==> src/rtl/bblru_pkg.sv <==
// shared widths, entry layout and controller/datapath signal groups
package bblru_pkg;

  localparam int KEY_W     = 64;
  localparam int SIZE_W    = 48;
  localparam int STAMP_W   = 32;
  localparam int PL_W      = 32;
  localparam int EVICT_W   = 5;
  localparam int TOTAL_W   = 52;

  localparam logic [SIZE_W-1:0]  BUDGET_RESET = 48'd536870912;
  localparam logic [TOTAL_W-1:0] TOTAL_MAX    = {TOTAL_W{1'b1}};
  localparam logic [EVICT_W-1:0] EVICT_MAX    = {EVICT_W{1'b1}};

  typedef struct packed {
    logic [KEY_W-1:0]   key;
    logic [SIZE_W-1:0]  bytes;
    logic [STAMP_W-1:0] stamp;
    logic [PL_W-1:0]    payload;
  } bblru_entry_t;

  localparam int ENTRY_W = $bits(bblru_entry_t);

  // controller to datapath
  typedef struct packed {
    logic capture;
    logic start_scan;
    logic scan_key;
    logic restamp;
    logic drop_old;
    logic insert;
    logic load_out;
  } bblru_cmd_t;

  // datapath to controller
  typedef struct packed {
    logic scan_done;
    logic hit;
    logic free_found;
    logic old_found;
    logic over_budget;
    logic is_insert;
    logic out_free;
  } bblru_sts_t;

endpackage

==> src/rtl/bblru_in_if.sv <==
// input word channel: valid, ready and the item fields
interface bblru_in_if import bblru_pkg::*; ();
  logic               valid;
  logic               ready;
  logic               mode;
  logic [KEY_W-1:0]   key;
  logic [SIZE_W-1:0]  size_bytes;
  logic [PL_W-1:0]    payload;

  modport source (output valid, mode, key, size_bytes, payload, input ready);
  modport sink   (input valid, mode, key, size_bytes, payload, output ready);
endinterface

==> src/rtl/bblru_out_if.sv <==
// result word channel: valid, ready and the result fields
interface bblru_out_if import bblru_pkg::*; ();
  logic               valid;
  logic               ready;
  logic               hit;
  logic [PL_W-1:0]    payload_out;
  logic [EVICT_W-1:0] evicted_count;
  logic [TOTAL_W-1:0] total_bytes_out;

  modport source (output valid, hit, payload_out, evicted_count, total_bytes_out,
                  input ready);
  modport sink   (input valid, hit, payload_out, evicted_count, total_bytes_out,
                  output ready);
endinterface

==> src/rtl/bblru_ram.sv <==
// generic single write port, single read port ram with registered read
module bblru_ram #(
  parameter int WIDTH = 8,
  parameter int DEPTH = 16
) (
  input  logic                     clk_i,
  input  logic                     we_i,
  input  logic [$clog2(DEPTH)-1:0] waddr_i,
  input  logic [WIDTH-1:0]         wdata_i,
  input  logic                     re_i,
  input  logic [$clog2(DEPTH)-1:0] raddr_i,
  output logic [WIDTH-1:0]         rdata_o
);

  logic [WIDTH-1:0] mem_q [DEPTH];
  logic [WIDTH-1:0] rdata_q;

  always_ff @(posedge clk_i) begin
    if (we_i) begin
      mem_q[waddr_i] <= wdata_i;
    end
    if (re_i) begin
      rdata_q <= mem_q[raddr_i];
    end
  end

  assign rdata_o = rdata_q;

endmodule

==> src/rtl/bblru_dp.sv <==
// datapath: entry ram, valid bits, scan pipeline, totals and result register
module bblru_dp import bblru_pkg::*; #(
  parameter int ENTRIES = 16
) (
  input  logic               clk_i,
  input  logic               rst_ni,
  input  logic               cfg_we_i,
  input  logic [SIZE_W-1:0]  cfg_wdata_i,
  input  logic               mode_i,
  input  logic [KEY_W-1:0]   key_i,
  input  logic [SIZE_W-1:0]  size_bytes_i,
  input  logic [PL_W-1:0]    payload_i,
  input  logic               out_ready_i,
  output logic               out_valid_o,
  output logic               hit_o,
  output logic [PL_W-1:0]    payload_out_o,
  output logic [EVICT_W-1:0] evicted_count_o,
  output logic [TOTAL_W-1:0] total_bytes_out_o,
  input  bblru_cmd_t         cmd_i,
  output bblru_sts_t         sts_o
);

  localparam int IW  = $clog2(ENTRIES);
  localparam int TW  = SIZE_W + IW;
  localparam int CW  = $clog2(ENTRIES + 2);
  localparam int TXW = (TW > TOTAL_W) ? TW : TOTAL_W;
  localparam int CXW = (CW > EVICT_W) ? CW : EVICT_W;
  localparam logic [IW-1:0] LastIdx = IW'(ENTRIES - 1);

  // control state
  logic [SIZE_W-1:0]  budget_q, budget_d;
  logic [ENTRIES-1:0] valid_q, valid_d;
  logic [TW-1:0]      total_q, total_d;
  logic [STAMP_W-1:0] use_q, use_d;
  logic [IW-1:0]      rd_idx_q, rd_idx_d;
  logic               rd_on_q, rd_on_d;
  logic [IW-1:0]      chk_idx_q, chk_idx_d;
  logic               chk_on_q, chk_on_d;
  logic               done_q, done_d;
  logic               skey_q, skey_d;
  logic               hit_q, hit_d;
  logic               free_q, free_d;
  logic               old_q, old_d;
  logic [CW-1:0]      cnt_q, cnt_d;
  logic               out_valid_q, out_valid_d;

  // payload state
  logic               mode_q, mode_d;
  logic [KEY_W-1:0]   key_q, key_d;
  logic [SIZE_W-1:0]  size_q, size_d;
  logic [PL_W-1:0]    pl_q, pl_d;
  logic [IW-1:0]      hit_idx_q, hit_idx_d;
  bblru_entry_t       hit_ent_q, hit_ent_d;
  logic [IW-1:0]      free_idx_q, free_idx_d;
  logic [IW-1:0]      old_idx_q, old_idx_d;
  logic [STAMP_W-1:0] old_stamp_q, old_stamp_d;
  logic [SIZE_W-1:0]  old_bytes_q, old_bytes_d;
  logic               out_hit_q, out_hit_d;
  logic [PL_W-1:0]    out_pl_q, out_pl_d;
  logic [EVICT_W-1:0] out_ev_q, out_ev_d;
  logic [TOTAL_W-1:0] out_tot_q, out_tot_d;

  logic               ram_we;
  logic [IW-1:0]      ram_waddr;
  bblru_entry_t       ram_wdata;
  logic [ENTRY_W-1:0] ram_rdata;
  bblru_entry_t       rent;
  logic               cv;
  logic [IW-1:0]      slot;
  logic [STAMP_W-1:0] use_inc;
  logic [TXW-1:0]     tot_x;
  logic [CXW-1:0]     cnt_x;

  bblru_ram #(
    .WIDTH (ENTRY_W),
    .DEPTH (ENTRIES)
  ) u_ram (
    .clk_i   (clk_i),
    .we_i    (ram_we),
    .waddr_i (ram_waddr),
    .wdata_i (ram_wdata),
    .re_i    (rd_on_q),
    .raddr_i (rd_idx_q),
    .rdata_o (ram_rdata)
  );

  assign rent    = ram_rdata;
  assign cv      = valid_q[chk_idx_q];
  assign use_inc = use_q + 1'b1;
  assign slot    = free_q ? free_idx_q : old_idx_q;
  assign tot_x   = TXW'(total_q);
  assign cnt_x   = CXW'(cnt_q);

  always_comb begin
    budget_d    = budget_q;
    valid_d     = valid_q;
    total_d     = total_q;
    use_d       = use_q;
    rd_idx_d    = rd_idx_q;
    rd_on_d     = rd_on_q;
    chk_idx_d   = rd_idx_q;
    chk_on_d    = rd_on_q;
    done_d      = done_q;
    skey_d      = skey_q;
    hit_d       = hit_q;
    free_d      = free_q;
    old_d       = old_q;
    cnt_d       = cnt_q;
    out_valid_d = out_valid_q;
    mode_d      = mode_q;
    key_d       = key_q;
    size_d      = size_q;
    pl_d        = pl_q;
    hit_idx_d   = hit_idx_q;
    hit_ent_d   = hit_ent_q;
    free_idx_d  = free_idx_q;
    old_idx_d   = old_idx_q;
    old_stamp_d = old_stamp_q;
    old_bytes_d = old_bytes_q;
    out_hit_d   = out_hit_q;
    out_pl_d    = out_pl_q;
    out_ev_d    = out_ev_q;
    out_tot_d   = out_tot_q;
    ram_we      = 1'b0;
    ram_waddr   = hit_idx_q;
    ram_wdata   = hit_ent_q;

    if (cfg_we_i) begin
      budget_d = cfg_wdata_i;
    end

    if (cmd_i.capture) begin
      mode_d = mode_i;
      key_d  = key_i;
      size_d = size_bytes_i;
      pl_d   = payload_i;
      cnt_d  = '0;
    end

    // read stage walks the addresses, check stage sees the registered ram data for each address
    if (rd_on_q) begin
      if (rd_idx_q == LastIdx) begin
        rd_on_d = 1'b0;
      end else begin
        rd_idx_d = rd_idx_q + 1'b1;
      end
    end
    if (chk_on_q && chk_idx_q == LastIdx) begin
      done_d = 1'b1;
    end
    if (chk_on_q && cv) begin
      if (skey_q && rent.key == key_q) begin
        hit_d     = 1'b1;
        hit_idx_d = chk_idx_q;
        hit_ent_d = rent;
      end
      // strict compare keeps the lowest slot among equal stamps
      if (!old_q || rent.stamp < old_stamp_q) begin
        old_d       = 1'b1;
        old_idx_d   = chk_idx_q;
        old_stamp_d = rent.stamp;
        old_bytes_d = rent.bytes;
      end
    end
    if (chk_on_q && !cv && skey_q && !free_q) begin
      free_d     = 1'b1;
      free_idx_d = chk_idx_q;
    end

    if (cmd_i.start_scan) begin
      rd_idx_d = '0;
      rd_on_d  = 1'b1;
      chk_on_d = 1'b0;
      done_d   = 1'b0;
      skey_d   = cmd_i.scan_key;
      old_d    = 1'b0;
      if (cmd_i.scan_key) begin
        hit_d  = 1'b0;
        free_d = 1'b0;
      end
    end

    if (cmd_i.restamp) begin
      use_d           = use_inc;
      ram_we          = 1'b1;
      ram_waddr       = hit_idx_q;
      ram_wdata       = hit_ent_q;
      ram_wdata.stamp = use_inc;
    end

    if (cmd_i.drop_old) begin
      valid_d[old_idx_q] = 1'b0;
      total_d            = total_q - TW'(old_bytes_q);
      cnt_d              = cnt_q + 1'b1;
    end

    if (cmd_i.insert) begin
      valid_d[slot]     = 1'b1;
      use_d             = use_inc;
      total_d           = total_q + TW'(size_q);
      ram_we            = 1'b1;
      ram_waddr         = slot;
      ram_wdata.key     = key_q;
      ram_wdata.bytes   = size_q;
      ram_wdata.stamp   = use_inc;
      ram_wdata.payload = pl_q;
    end

    if (out_valid_q && out_ready_i) begin
      out_valid_d = 1'b0;
    end
    if (cmd_i.load_out) begin
      out_valid_d = 1'b1;
      out_hit_d   = hit_q;
      out_pl_d    = (!mode_q && hit_q) ? hit_ent_q.payload : '0;
      out_ev_d    = (cnt_x > CXW'(EVICT_MAX)) ? EVICT_MAX : cnt_x[EVICT_W-1:0];
      out_tot_d   = (tot_x > TXW'(TOTAL_MAX)) ? TOTAL_MAX : tot_x[TOTAL_W-1:0];
    end
  end

  always_ff @(posedge clk_i or negedge rst_ni) begin
    if (!rst_ni) begin
      budget_q    <= BUDGET_RESET;
      valid_q     <= '0;
      total_q     <= '0;
      use_q       <= '0;
      rd_idx_q    <= '0;
      rd_on_q     <= 1'b0;
      chk_idx_q   <= '0;
      chk_on_q    <= 1'b0;
      done_q      <= 1'b0;
      skey_q      <= 1'b0;
      hit_q       <= 1'b0;
      free_q      <= 1'b0;
      old_q       <= 1'b0;
      cnt_q       <= '0;
      out_valid_q <= 1'b0;
    end else begin
      budget_q    <= budget_d;
      valid_q     <= valid_d;
      total_q     <= total_d;
      use_q       <= use_d;
      rd_idx_q    <= rd_idx_d;
      rd_on_q     <= rd_on_d;
      chk_idx_q   <= chk_idx_d;
      chk_on_q    <= chk_on_d;
      done_q      <= done_d;
      skey_q      <= skey_d;
      hit_q       <= hit_d;
      free_q      <= free_d;
      old_q       <= old_d;
      cnt_q       <= cnt_d;
      out_valid_q <= out_valid_d;
    end
  end

  always_ff @(posedge clk_i) begin
    mode_q      <= mode_d;
    key_q       <= key_d;
    size_q      <= size_d;
    pl_q        <= pl_d;
    hit_idx_q   <= hit_idx_d;
    hit_ent_q   <= hit_ent_d;
    free_idx_q  <= free_idx_d;
    old_idx_q   <= old_idx_d;
    old_stamp_q <= old_stamp_d;
    old_bytes_q <= old_bytes_d;
    out_hit_q   <= out_hit_d;
    out_pl_q    <= out_pl_d;
    out_ev_q    <= out_ev_d;
    out_tot_q   <= out_tot_d;
  end

  always_comb begin
    sts_o.scan_done   = done_q;
    sts_o.hit         = hit_q;
    sts_o.free_found  = free_q;
    sts_o.old_found   = old_q;
    sts_o.over_budget = total_q > TW'(budget_q);
    sts_o.is_insert   = mode_q;
    sts_o.out_free    = !out_valid_q || out_ready_i;
  end

  assign out_valid_o       = out_valid_q;
  assign hit_o             = out_hit_q;
  assign payload_out_o     = out_pl_q;
  assign evicted_count_o   = out_ev_q;
  assign total_bytes_out_o = out_tot_q;

endmodule

==> src/rtl/bblru_ctrl.sv <==
// controller: sequences key scan, insert, eviction scans and result hand-off
module bblru_ctrl import bblru_pkg::*; (
  input  logic       clk_i,
  input  logic       rst_ni,
  input  logic       in_valid_i,
  output logic       in_ready_o,
  output bblru_cmd_t cmd_o,
  input  bblru_sts_t sts_i
);

  typedef enum logic [2:0] {
    ST_IDLE,
    ST_KSCAN,
    ST_DROP,
    ST_INSERT,
    ST_CHECK,
    ST_OSCAN,
    ST_FINISH
  } state_e;

  state_e state_q, state_d;

  always_comb begin
    state_d    = state_q;
    cmd_o      = '0;
    in_ready_o = 1'b0;
    unique case (state_q)
      ST_IDLE: begin
        in_ready_o = 1'b1;
        if (in_valid_i) begin
          cmd_o.capture    = 1'b1;
          cmd_o.start_scan = 1'b1;
          cmd_o.scan_key   = 1'b1;
          state_d          = ST_KSCAN;
        end
      end
      ST_KSCAN: begin
        if (sts_i.scan_done) begin
          priority if (!sts_i.is_insert) begin
            cmd_o.restamp = sts_i.hit;
            state_d       = ST_FINISH;
          end else if (sts_i.hit) begin
            state_d = ST_FINISH;
          end else if (sts_i.free_found) begin
            state_d = ST_INSERT;
          end else begin
            state_d = ST_DROP;
          end
        end
      end
      // table full: oldest entry makes room
      ST_DROP: begin
        cmd_o.drop_old = 1'b1;
        state_d        = ST_INSERT;
      end
      ST_INSERT: begin
        cmd_o.insert = 1'b1;
        state_d      = ST_CHECK;
      end
      ST_CHECK: begin
        if (sts_i.over_budget) begin
          cmd_o.start_scan = 1'b1;
          state_d          = ST_OSCAN;
        end else begin
          state_d = ST_FINISH;
        end
      end
      ST_OSCAN: begin
        if (sts_i.scan_done) begin
          if (sts_i.old_found) begin
            cmd_o.drop_old = 1'b1;
            state_d        = ST_CHECK;
          end else begin
            state_d = ST_FINISH;
          end
        end
      end
      ST_FINISH: begin
        if (sts_i.out_free) begin
          cmd_o.load_out = 1'b1;
          state_d        = ST_IDLE;
        end
      end
      default: begin
        state_d = ST_IDLE;
      end
    endcase
  end

  always_ff @(posedge clk_i or negedge rst_ni) begin
    if (!rst_ni) begin
      state_q <= ST_IDLE;
    end else begin
      state_q <= state_d;
    end
  end

endmodule

==> src/rtl/byte_budget_lru_cache.sv <==
// lookup: the result word follows a full key scan of the entry ram read port at one entry
// per cycle; the next lookup is taken only after the result is loaded
// insert of an absent key: a drop step when full, and a further scan per budget eviction
// one item in flight; the next word is taken while the result register waits
// reset clears valid bits, byte total, use counter and sets the budget to 512 MiB;
// ram contents are not cleared and no clearing pass runs
module byte_budget_lru_cache import bblru_pkg::*; #(
  parameter int ENTRIES = 16
) (
  input  logic              clk_i,
  input  logic              rst_ni,
  input  logic              cfg_we_i,
  input  logic [SIZE_W-1:0] cfg_wdata_i,
  bblru_in_if.sink          in_i,
  bblru_out_if.source       out_o
);

  bblru_cmd_t cmd;
  bblru_sts_t sts;

  bblru_ctrl u_ctrl (
    .clk_i      (clk_i),
    .rst_ni     (rst_ni),
    .in_valid_i (in_i.valid),
    .in_ready_o (in_i.ready),
    .cmd_o      (cmd),
    .sts_i      (sts)
  );

  bblru_dp #(
    .ENTRIES (ENTRIES)
  ) u_dp (
    .clk_i             (clk_i),
    .rst_ni            (rst_ni),
    .cfg_we_i          (cfg_we_i),
    .cfg_wdata_i       (cfg_wdata_i),
    .mode_i            (in_i.mode),
    .key_i             (in_i.key),
    .size_bytes_i      (in_i.size_bytes),
    .payload_i         (in_i.payload),
    .out_ready_i       (out_o.ready),
    .out_valid_o       (out_o.valid),
    .hit_o             (out_o.hit),
    .payload_out_o     (out_o.payload_out),
    .evicted_count_o   (out_o.evicted_count),
    .total_bytes_out_o (out_o.total_bytes_out),
    .cmd_i             (cmd),
    .sts_o             (sts)
  );

endmodule
==> src/flat_wrapper.sv <==
// flat-port wrapper written by rule: the top's interface ports become plain ports
module byte_budget_lru_cache_flat import bblru_pkg::*;
#(
  parameter int ENTRIES = 16
)
  (clk_i, rst_ni, cfg_we_i, cfg_wdata_i, in_i_valid, in_i_mode, in_i_key, in_i_size_bytes, in_i_payload, in_i_ready, out_o_valid, out_o_hit, out_o_payload_out, out_o_evicted_count, out_o_total_bytes_out, out_o_ready);
  bblru_in_if in_i_i ();
  bblru_out_if out_o_i ();
  input  logic clk_i;
  input  logic rst_ni;
  input  logic cfg_we_i;
  input  logic [SIZE_W-1:0] cfg_wdata_i;
  input wire logic [$bits(in_i_i.valid)-1:0] in_i_valid;
  input wire logic [$bits(in_i_i.mode)-1:0] in_i_mode;
  input wire logic [$bits(in_i_i.key)-1:0] in_i_key;
  input wire logic [$bits(in_i_i.size_bytes)-1:0] in_i_size_bytes;
  input wire logic [$bits(in_i_i.payload)-1:0] in_i_payload;
  output wire logic [$bits(in_i_i.ready)-1:0] in_i_ready;
  output wire logic [$bits(out_o_i.valid)-1:0] out_o_valid;
  output wire logic [$bits(out_o_i.hit)-1:0] out_o_hit;
  output wire logic [$bits(out_o_i.payload_out)-1:0] out_o_payload_out;
  output wire logic [$bits(out_o_i.evicted_count)-1:0] out_o_evicted_count;
  output wire logic [$bits(out_o_i.total_bytes_out)-1:0] out_o_total_bytes_out;
  input wire logic [$bits(out_o_i.ready)-1:0] out_o_ready;
  assign in_i_i.valid = in_i_valid;
  assign in_i_i.mode = in_i_mode;
  assign in_i_i.key = in_i_key;
  assign in_i_i.size_bytes = in_i_size_bytes;
  assign in_i_i.payload = in_i_payload;
  assign in_i_ready = in_i_i.ready;
  assign out_o_valid = out_o_i.valid;
  assign out_o_hit = out_o_i.hit;
  assign out_o_payload_out = out_o_i.payload_out;
  assign out_o_evicted_count = out_o_i.evicted_count;
  assign out_o_total_bytes_out = out_o_i.total_bytes_out;
  assign out_o_i.ready = out_o_ready;
  byte_budget_lru_cache #(.ENTRIES(ENTRIES)) u_core (.clk_i(clk_i), .rst_ni(rst_ni), .cfg_we_i(cfg_we_i), .cfg_wdata_i(cfg_wdata_i), .in_i(in_i_i), .out_o(out_o_i));
endmodule
==> config.mk <==
export PLATFORM = sky130hd
export DESIGN_NAME = byte_budget_lru_cache_flat
export DESIGN_NICKNAME = d
export VERILOG_FILES = /design/src/rtl/bblru_pkg.sv /design/src/rtl/bblru_in_if.sv /design/src/rtl/bblru_out_if.sv /design/src/rtl/bblru_ram.sv /design/src/rtl/bblru_dp.sv /design/src/rtl/bblru_ctrl.sv /design/src/rtl/byte_budget_lru_cache.sv /design/src/flat_wrapper.sv
export SDC_FILE = /design/constraint.sdc
export NUM_CORES = 2
export LEC_CHECK = 0
export ABC_AREA = 1
export BUFFER_PORTS_ARGS = -buffer_cell sky130_fd_sc_hd__buf_2
export CAP_MARGIN = 20
export CORE_MARGIN = 1.5
export CORE_UTILIZATION = 45
export CTS_CLUSTER_SIZE = 25
export DETAILED_ROUTE_END_ITERATION = 8
export GPL_TIMING_DRIVEN = 0
export SYNTH_ARGS = -nofsm -noshare
export SYNTH_HDL_FRONTEND = slang
export SYNTH_SLANG_ARGS = --single-unit
==> constraint.sdc <==
create_clock -name clk_i -period 12.3 [get_ports clk_i]
set_input_delay 0 -clock clk_i [delete_from_list [all_inputs] [get_ports clk_i]]
set_output_delay 0 -clock clk_i [all_outputs]
set_load 0.03 [all_outputs]
-- Yosys cells after proc, flatten, opt, wreduce, memory -nomap -nowiden
Memory sizes are Yosys's and may differ from the RTL's. A register that Yosys moved wholly into a read port is not among the register bits.
Cells that the tools add are included.
- register bits: 675
- memories kept: 1
- output and inout bits: 92
- logic and storage cells: 164
- bits in writable memories: 2816
- bitwise operators: 3
- magnitude comparators: 9
- eq/ne operators: 14
- $add $sub $neg: 5
- multiplexer cells: 68
- reductions and logical operators: 31
- memories (name ; depth ; width ; read ports ; clocked after memory_dff ; wr ports ; line ; source):
    u_core.u_dp.u_ram.mem_q ; 16 ; 176 ; 1 ; 1 ; 1 ; bblru_ram.sv:15 ; logic [WIDTH-1:0] mem_q [DEPTH];
- operators by type and width (operator ; count):
    $mux 176 ; 1
    $mux 52 ; 2
    $eq 64x64->1 ; 1
    $mux 32 ; 2
    $mux 64 ; 1
    $add 52x48->52 ; 1
    $gt 52x48->1 ; 1
    $gt 52x52->1 const B ; 1
    $sub 52x48->52 ; 1
    $mux 1 ; 38
    $add 32x1->32 const B ; 1
    $lt 32x32->1 ; 1
    $mux 16 ; 2
    $mux 3 ; 7
    $pmux 3 s7 ; 1
    $mux 4 ; 5
    $and 16x16->16 ; 1
    $not 16->16 ; 1
    $or 16x16->16 ; 1
    $reduce_bool 2->1 ; 8
    $lt 4x5->1 const B ; 3
    $logic_and 1x1->1 ; 10
    $mux 5 ; 2
    $eq 3x3->1 const B ; 3
    18 further kinds ; 35

-- Longest topological paths before layout
- depth in word-level cells: 9
- depth in mapped cells: 26
- depth with buffers taken out: 26

-- Cells and area by module
From an unflattened synthesis, not the netlist that was laid out.
- cells, all modules: 14563
- area total of the unflattened synthesis: 156642.7 um2
- modules (own cells, without submodules) (module ; times used ; cells an instance ; area an instance (um2)):
    bblru_ram ; 1 ; 10696 ; 121990.7
    bblru_dp ; 1 ; 3809 ; 34327.9
    bblru_ctrl ; 1 ; 58 ; 324.1

-- Least setup slack after synthesis
OpenSTA, ideal clock, no wires.
- kind: reg2reg
- from: reg u_core.u_dp.key_q[0]
- to: reg u_core.u_dp.hit_ent_q[0] in the netlist's numbering (enable)
- path slack: 2876 ps
- cell stages (with the launch flop): 9
- data required time: 11577 ps
- buffers on the path: 0
- library setup time: 723 ps
- arrival: 8701 ps
- path through: edfxtp_1 > inv_1 > nor2_1 > or3_1 > nor3_1 > nand2_1 > nor2_1 > nand3_1 > nor2_1
- word-level cells in the longest chain between the ends: 3
- RTL lines (item ; line ; source):
    start, declared ; bblru_dp.sv:49 ; logic [KEY_W-1:0] key_q, key_d;
    start signal, assigned ; bblru_dp.sv:259 ; key_q <= key_d;
    $eq 64x64->1 ; bblru_dp.sv:152 ; if (skey_q && rent.key == key_q) begin
    $logic_and 1x1->1 ; bblru_dp.sv:152 ;
    $reduce_and 2->1 (no source line) ; -- ;
    end signal, assigned ; bblru_dp.sv:263 ; hit_ent_q <= hit_ent_d;
    end, declared ; bblru_dp.sv:53 ; bblru_entry_t hit_ent_q, hit_ent_d;
Every way passes these cells.
A chain may end at the register's enable or synchronous reset.

-- Final worst setup path
- from: reg u_core.u_ctrl.state_q[1]
- to: reg u_core.u_dp.total_q[34] (netlist: u_core.u_dp.tot_x[34])
- word-level cells in the longest chain between the ends: 3
- elaborated cells between the ends (all ways): 7
- those cells by class: 3 x eq/ne; 3 x mux; 1 x reduce/logical
- RTL lines (item ; line ; source):
    start, declared ; bblru_ctrl.sv:21 ; state_e state_q, state_d;
    start signal, assigned ; bblru_ctrl.sv:94 ; state_q <= state_d;
    $eq 3x3->1 / $eq 3x2->1 (equally long branches) ; bblru_ctrl.sv:27 ; unique case (state_q)
    $pmux 1 s2 / $mux 1 (equally long branches) ; bblru_ctrl.sv:27 ;
    $reduce_bool 2->1 (no source line) / $mux 52 (equally long branches) ; -- ;
    end signal, assigned ; bblru_dp.sv:241 ; total_q <= total_d;
    end, declared ; bblru_dp.sv:33 ; logic [TW-1:0] total_q, total_d;
Several ways; a longest one is shown, not always the timed one.

==> impl_results.md <==
- Status: completed
- Rel. slew slack: 20.5%
- CP Max Fanout: 10
- I/O pins: 290
- Met3 WL: approximately 42 mm
- Pwr dens: about 240 mW/mm^2
- Final hold vios: 0
- Die Ht: 576 um
- Yosys warnings: 0
- Period utilization: between 40% and 50%
- Bufs on Longest Clock Path: 4
- GRT Overall Usage: between 20 and 30%
- Worst slack, placed: 7.00 ns
- Initial Utilization: roughly 45%
- Worst IR Drop VDD: 0.000189 V
- GR Overflow Total: 0
- Cell area after synthesis: 0.148 mm^2
- DRT Wirelength: around 470 mm
- Min cycle time layout: 5.34 ns
- # rows: 210
- DR pass1 iterations: 8
- Via count: ~100k
- Setup TNS: 0 ns
- Static Leak: a little over 60 nW
- CP peak stage delay: about 0.81 ns
- Internal power: about 26 mW
- Clk_lat worst skew: between 0.9 and 1 ns
- Switching share of power: 38.3%
- Post-route worst setup slack: 6.96 ns
- Required @ worst endpoint: 13.13 ns
- Port Buffers: roughly 290
- DRC: 0
- H-Tree Depth: 5
- Antenna violation net count after detailed routing: 0
- CP Launch Type: register
- Worst Skew: approximately 0.09 ns
- Post-synth EDFFs: approximately 3.5k
- Arr. time, crit path: 6.16 ns
- Comb power frac: approximately 34%
- Fin util: between 50% and 60%
- Crit path buf inv count: 3
- Drt wl/cell: 26.5 um
- Final nets: ~13k
- Area leader, netlist: edfxtp_1
- First-pass GRT wire length: approximately 670 mm
- Mean Syn Cell Area: 12.8 um^2
- Clock Sinks: about 3.7k
- Post-DP Area: about 0.16 mm^2
- Seq pwr share: about two fifths
- Total CTS buffers: ~380
- Root Driver: clkbuf_16
- Initial antenna violation count: 28
- Layout cells sized above 1: 10.9%
- Sequential share of the synthesized area: about three quarters
- Sw Pwr: ~16 mW
- Area Overhead vs Synth: 19.2%
- Clock transition at path regs: 0.07 ns
- Highest metal used: met5
- RSZ-0062 raised after global routing: no
- FMAX: around 190 MHz
- Post-synth top area share: a little under three quarters
- Critical path endpoint category: register
- Gpl congestion: approximately 0.99
- Post-DP HPWL: around 320 mm
- Endpoints failing setup: 0
- Initial DRC Count: between 10k and 15k
- Largest net degree at the start of global routing: 96
- Synth area leaders: edfxtp_1 71%, o21ai_0 5.4%, nor2_1 4.4%
- Metal-1 WL: approximately 190 mm
- Vias per cell: roughly 5.8
- Final max-slew violation count: 0
- Final Cell Area: roughly 0.18 mm^2
- Core region area: 0.327 mm^2
- Clock power share: between 20% and 30%
- Met2 Routed Length: 215 mm
- Finished Layout Cells: approximately 18k
- Die width: ~580 um
- Resize count post-CTS: 0
- Synthesized net count: around 12k
- Worst-margin pin slew: about 1.2 ns
- Syn Inst Count: 11.5k
- Synth async-reset ratio: under 10%
- Synth Register Bits: 3667
- Placed instance count: roughly 16k
- Delay-heaviest family, CP: simple AND/OR/NAND/NOR gates
- Yosys cell types: 67
- Die ar.: roughly 0.33 mm^2
- Most frequent CP cell: nand2_1
- Number of post-CTS setup repair buffers: 0
- Crit path kind: reg -> reg
- Crit path cell chain: nand2_2 -> nor2_8 -> buf_6 -> buf_2 -> buf_2 -> o21ai_0 -> ha_1 -> nand2_1 -> nor2_1 -> nand2_1 -> nor2_1 -> nand4_1 -> nand3_1 -> nand2_1 -> nand3_1 -> nand2_1
- Max Cap Viol: 0
- Min-delay worst type: in -> reg
- Top FF cell, synth: edfxtp_1
- Vias in the first global route: roughly 100k
- Slowest cell on the critical path: buf_2
- CTS tree: yes
## Yosys cell counts, types with 6 or more instances
cell and count:
nand4_1 58, nand3b_1 8, a31oi_1 19, clkbuf_1 456, a21oi_1 126, dfrtp_1 171
o21ai_0 1604, o21bai_1 7, nor2_4 11, xor2_1 67, nand2_1 1407, buf_4 36
o21ai_2 7, o21ai_1 117, o211ai_1 63, buf_2 174, nand2_2 14, buf_6 12
nand3_2 9, nor4_1 14, buf_1 14, inv_2 22, nor3_2 6, o221ai_1 291
o31ai_1 9, nor2_2 13, nand3_1 430, xnor2_1 18, o22ai_1 417, inv_1 441
o21a_1 8, or2_2 22, ha_1 139, nor3_1 40, nor2_1 1738, edfxtp_1 3495
## worst min-delay path: stages
cell and delay (ns):
clkbuf_1 0.34, clkbuf_1 0.47, nand2_1 0.18, o21ai_0 0.07
## path summary, 6_finish.rpt
check                                                             to                                 start  slack [ns]  cells past startpoint
worst max-delay path               u_core.u_dp.tot_x[34]$_DFFE_PN0P_  u_core.u_ctrl.state_q[1]$_DFFE_PN0P_        6.96                     16
worst min-delay path            u_core.u_dp.budget_q[46]$_DFFE_PN0P_                              cfg_we_i        0.18                      4
worst max register to register     u_core.u_dp.tot_x[34]$_DFFE_PN0P_  u_core.u_ctrl.state_q[1]$_DFFE_PN0P_        6.96                     16
worst min register to register    u_core.u_dp.chk_idx_q[0]$_DFF_PN0_  u_core.u_dp.chk_idx_d[0]$_DFFE_PN0P_        0.42                      0
max in group asynchronous          u_core.u_dp.tot_x[48]$_DFFE_PN0P_                                rst_ni       11.48                      4
min in group asynchronous                u_core.u_dp.hit_q$_DFF_PN0_                                rst_ni        0.25                      4
## what timing repair did
item	in CTS	in global routing
endpoints found under the setup margin	0	0
endpoints found under the hold margin	399	0
hold buffers	478	0
## registers in the layout, summed over array words and instances, names as in the netlist, 3 cells and up
register / cells
u_core.u_dp.chk_idx_q: 4
u_core.u_dp.size_q: 48
u_core.u_dp.total_bytes_out_o: 52
u_core.u_dp.payload_out_o: 32
u_core.u_dp.u_ram.mem_q: 2816
u_core.u_dp.use_q: 32
u_core.u_dp.cnt_q: 5
u_core.u_dp.hit_ent_q: 176
u_core.u_dp.pl_q: 32
u_core.u_dp.chk_idx_d: 4
u_core.u_dp.budget_q: 48
u_core.u_dp.free_idx_q: 4
u_core.u_dp.evicted_count_o: 5
u_core.u_dp.old_idx_q: 4
u_core.u_dp.old_stamp_q: 32
u_core.u_dp.tot_x: 52
u_core.u_ctrl.state_q: 3
u_core.u_dp.u_ram.rdata_o: 176
u_core.u_dp.old_bytes_q: 48
u_core.u_dp.key_q: 64
u_core.u_dp.hit_idx_q: 4
u_core.u_dp.valid_q: 16
## power groups by stage
| stage | logic (mW) | registers, mW | clock network (mW) |
|---|---|---|---|
| CTS | 13.9 | 16.2 | 11.6 |
| global route | 15.3 | 16.3 | 12.1 |
| detailed placement | 13.7 | 16.4 | 0 |
| floorplan | 7.95 | 16.2 | 0 |
| global placement | 13.2 | 16.7 | 0 |
| finish | 14.2 | 16.2 | 11.5 |
## routing by layer
| metal | track usage, % | vias to the layer above |
|---|---|---|
| li1 | - | 45000 |
| met1 | 37.4 | 50500 |
| met2 | 44.0 | 5260 |
| met3 | 4.66 | 883 |
| met4 | 12.2 | 6 |
| met5 | 0 | - |
## placed cells by master, fill, tap and decap left out, types with 125 or more instances in the layout
cell type / n
dlygate4sd3_1: 477
ha_1: 139
nand3_1: 430
inv_1: 440
clkbuf_16: 390
nand2_1: 1407
nor2_1: 1722
buf_2: 496
o21ai_1: 148
dfrtp_1: 170
o21ai_0: 1573
o22ai_1: 417
o221ai_1: 291
a21oi_1: 125
edfxtp_1: 3495
clkbuf_1: 512
## cell type report
| class | count | area [um^2] |
|---|---|---|
| Tap cell | 4346 | 5440 |
| Sequential cell | 3667 | 109000 |
| Inverter | 466 | 1760 |
| Clock buffer | 457 | 10000 |
| Fill cell | 26700 | 151000 |
| Clock inverter | 243 | 2320 |
| Multi-Input combinational cell | 6707 | 33600 |
| Antenna cell | 34 | 85.1 |
| Buffer | 695 | 3070 |
| Timing Repair Buffer | 1002 | 10200 |
## cell families after synthesis
| family | Yosys count | synth area share (%) |
|---|---|---|
| AND/OR/NAND/NOR | 3795 | 10.5 |
| flip-flops | 3667 | 74.1 |
| AO/OA/AOI/OAI | 2685 | 10.4 |
| buffers and inverters | 1161 | 3.27 |
| adder cells (fa/ha/maj) | 140 | 1.19 |
| XOR/XNOR | 85 | 0.505 |
| multiplexers | 2 | 0.0153 |
## stage by stage
step	hold slack, ns	power [mW]
2_1_floorplan	-0.296	24.2
3_3_place_gp	0.178	29.8
3_5_place_dp	0.0870	30.2
4_1_cts	0.0232	41.7
5_1_grt	0.132	43.6
6_report	0.176	41.9
Note: power is estimated with default switching activity, not from simulation.
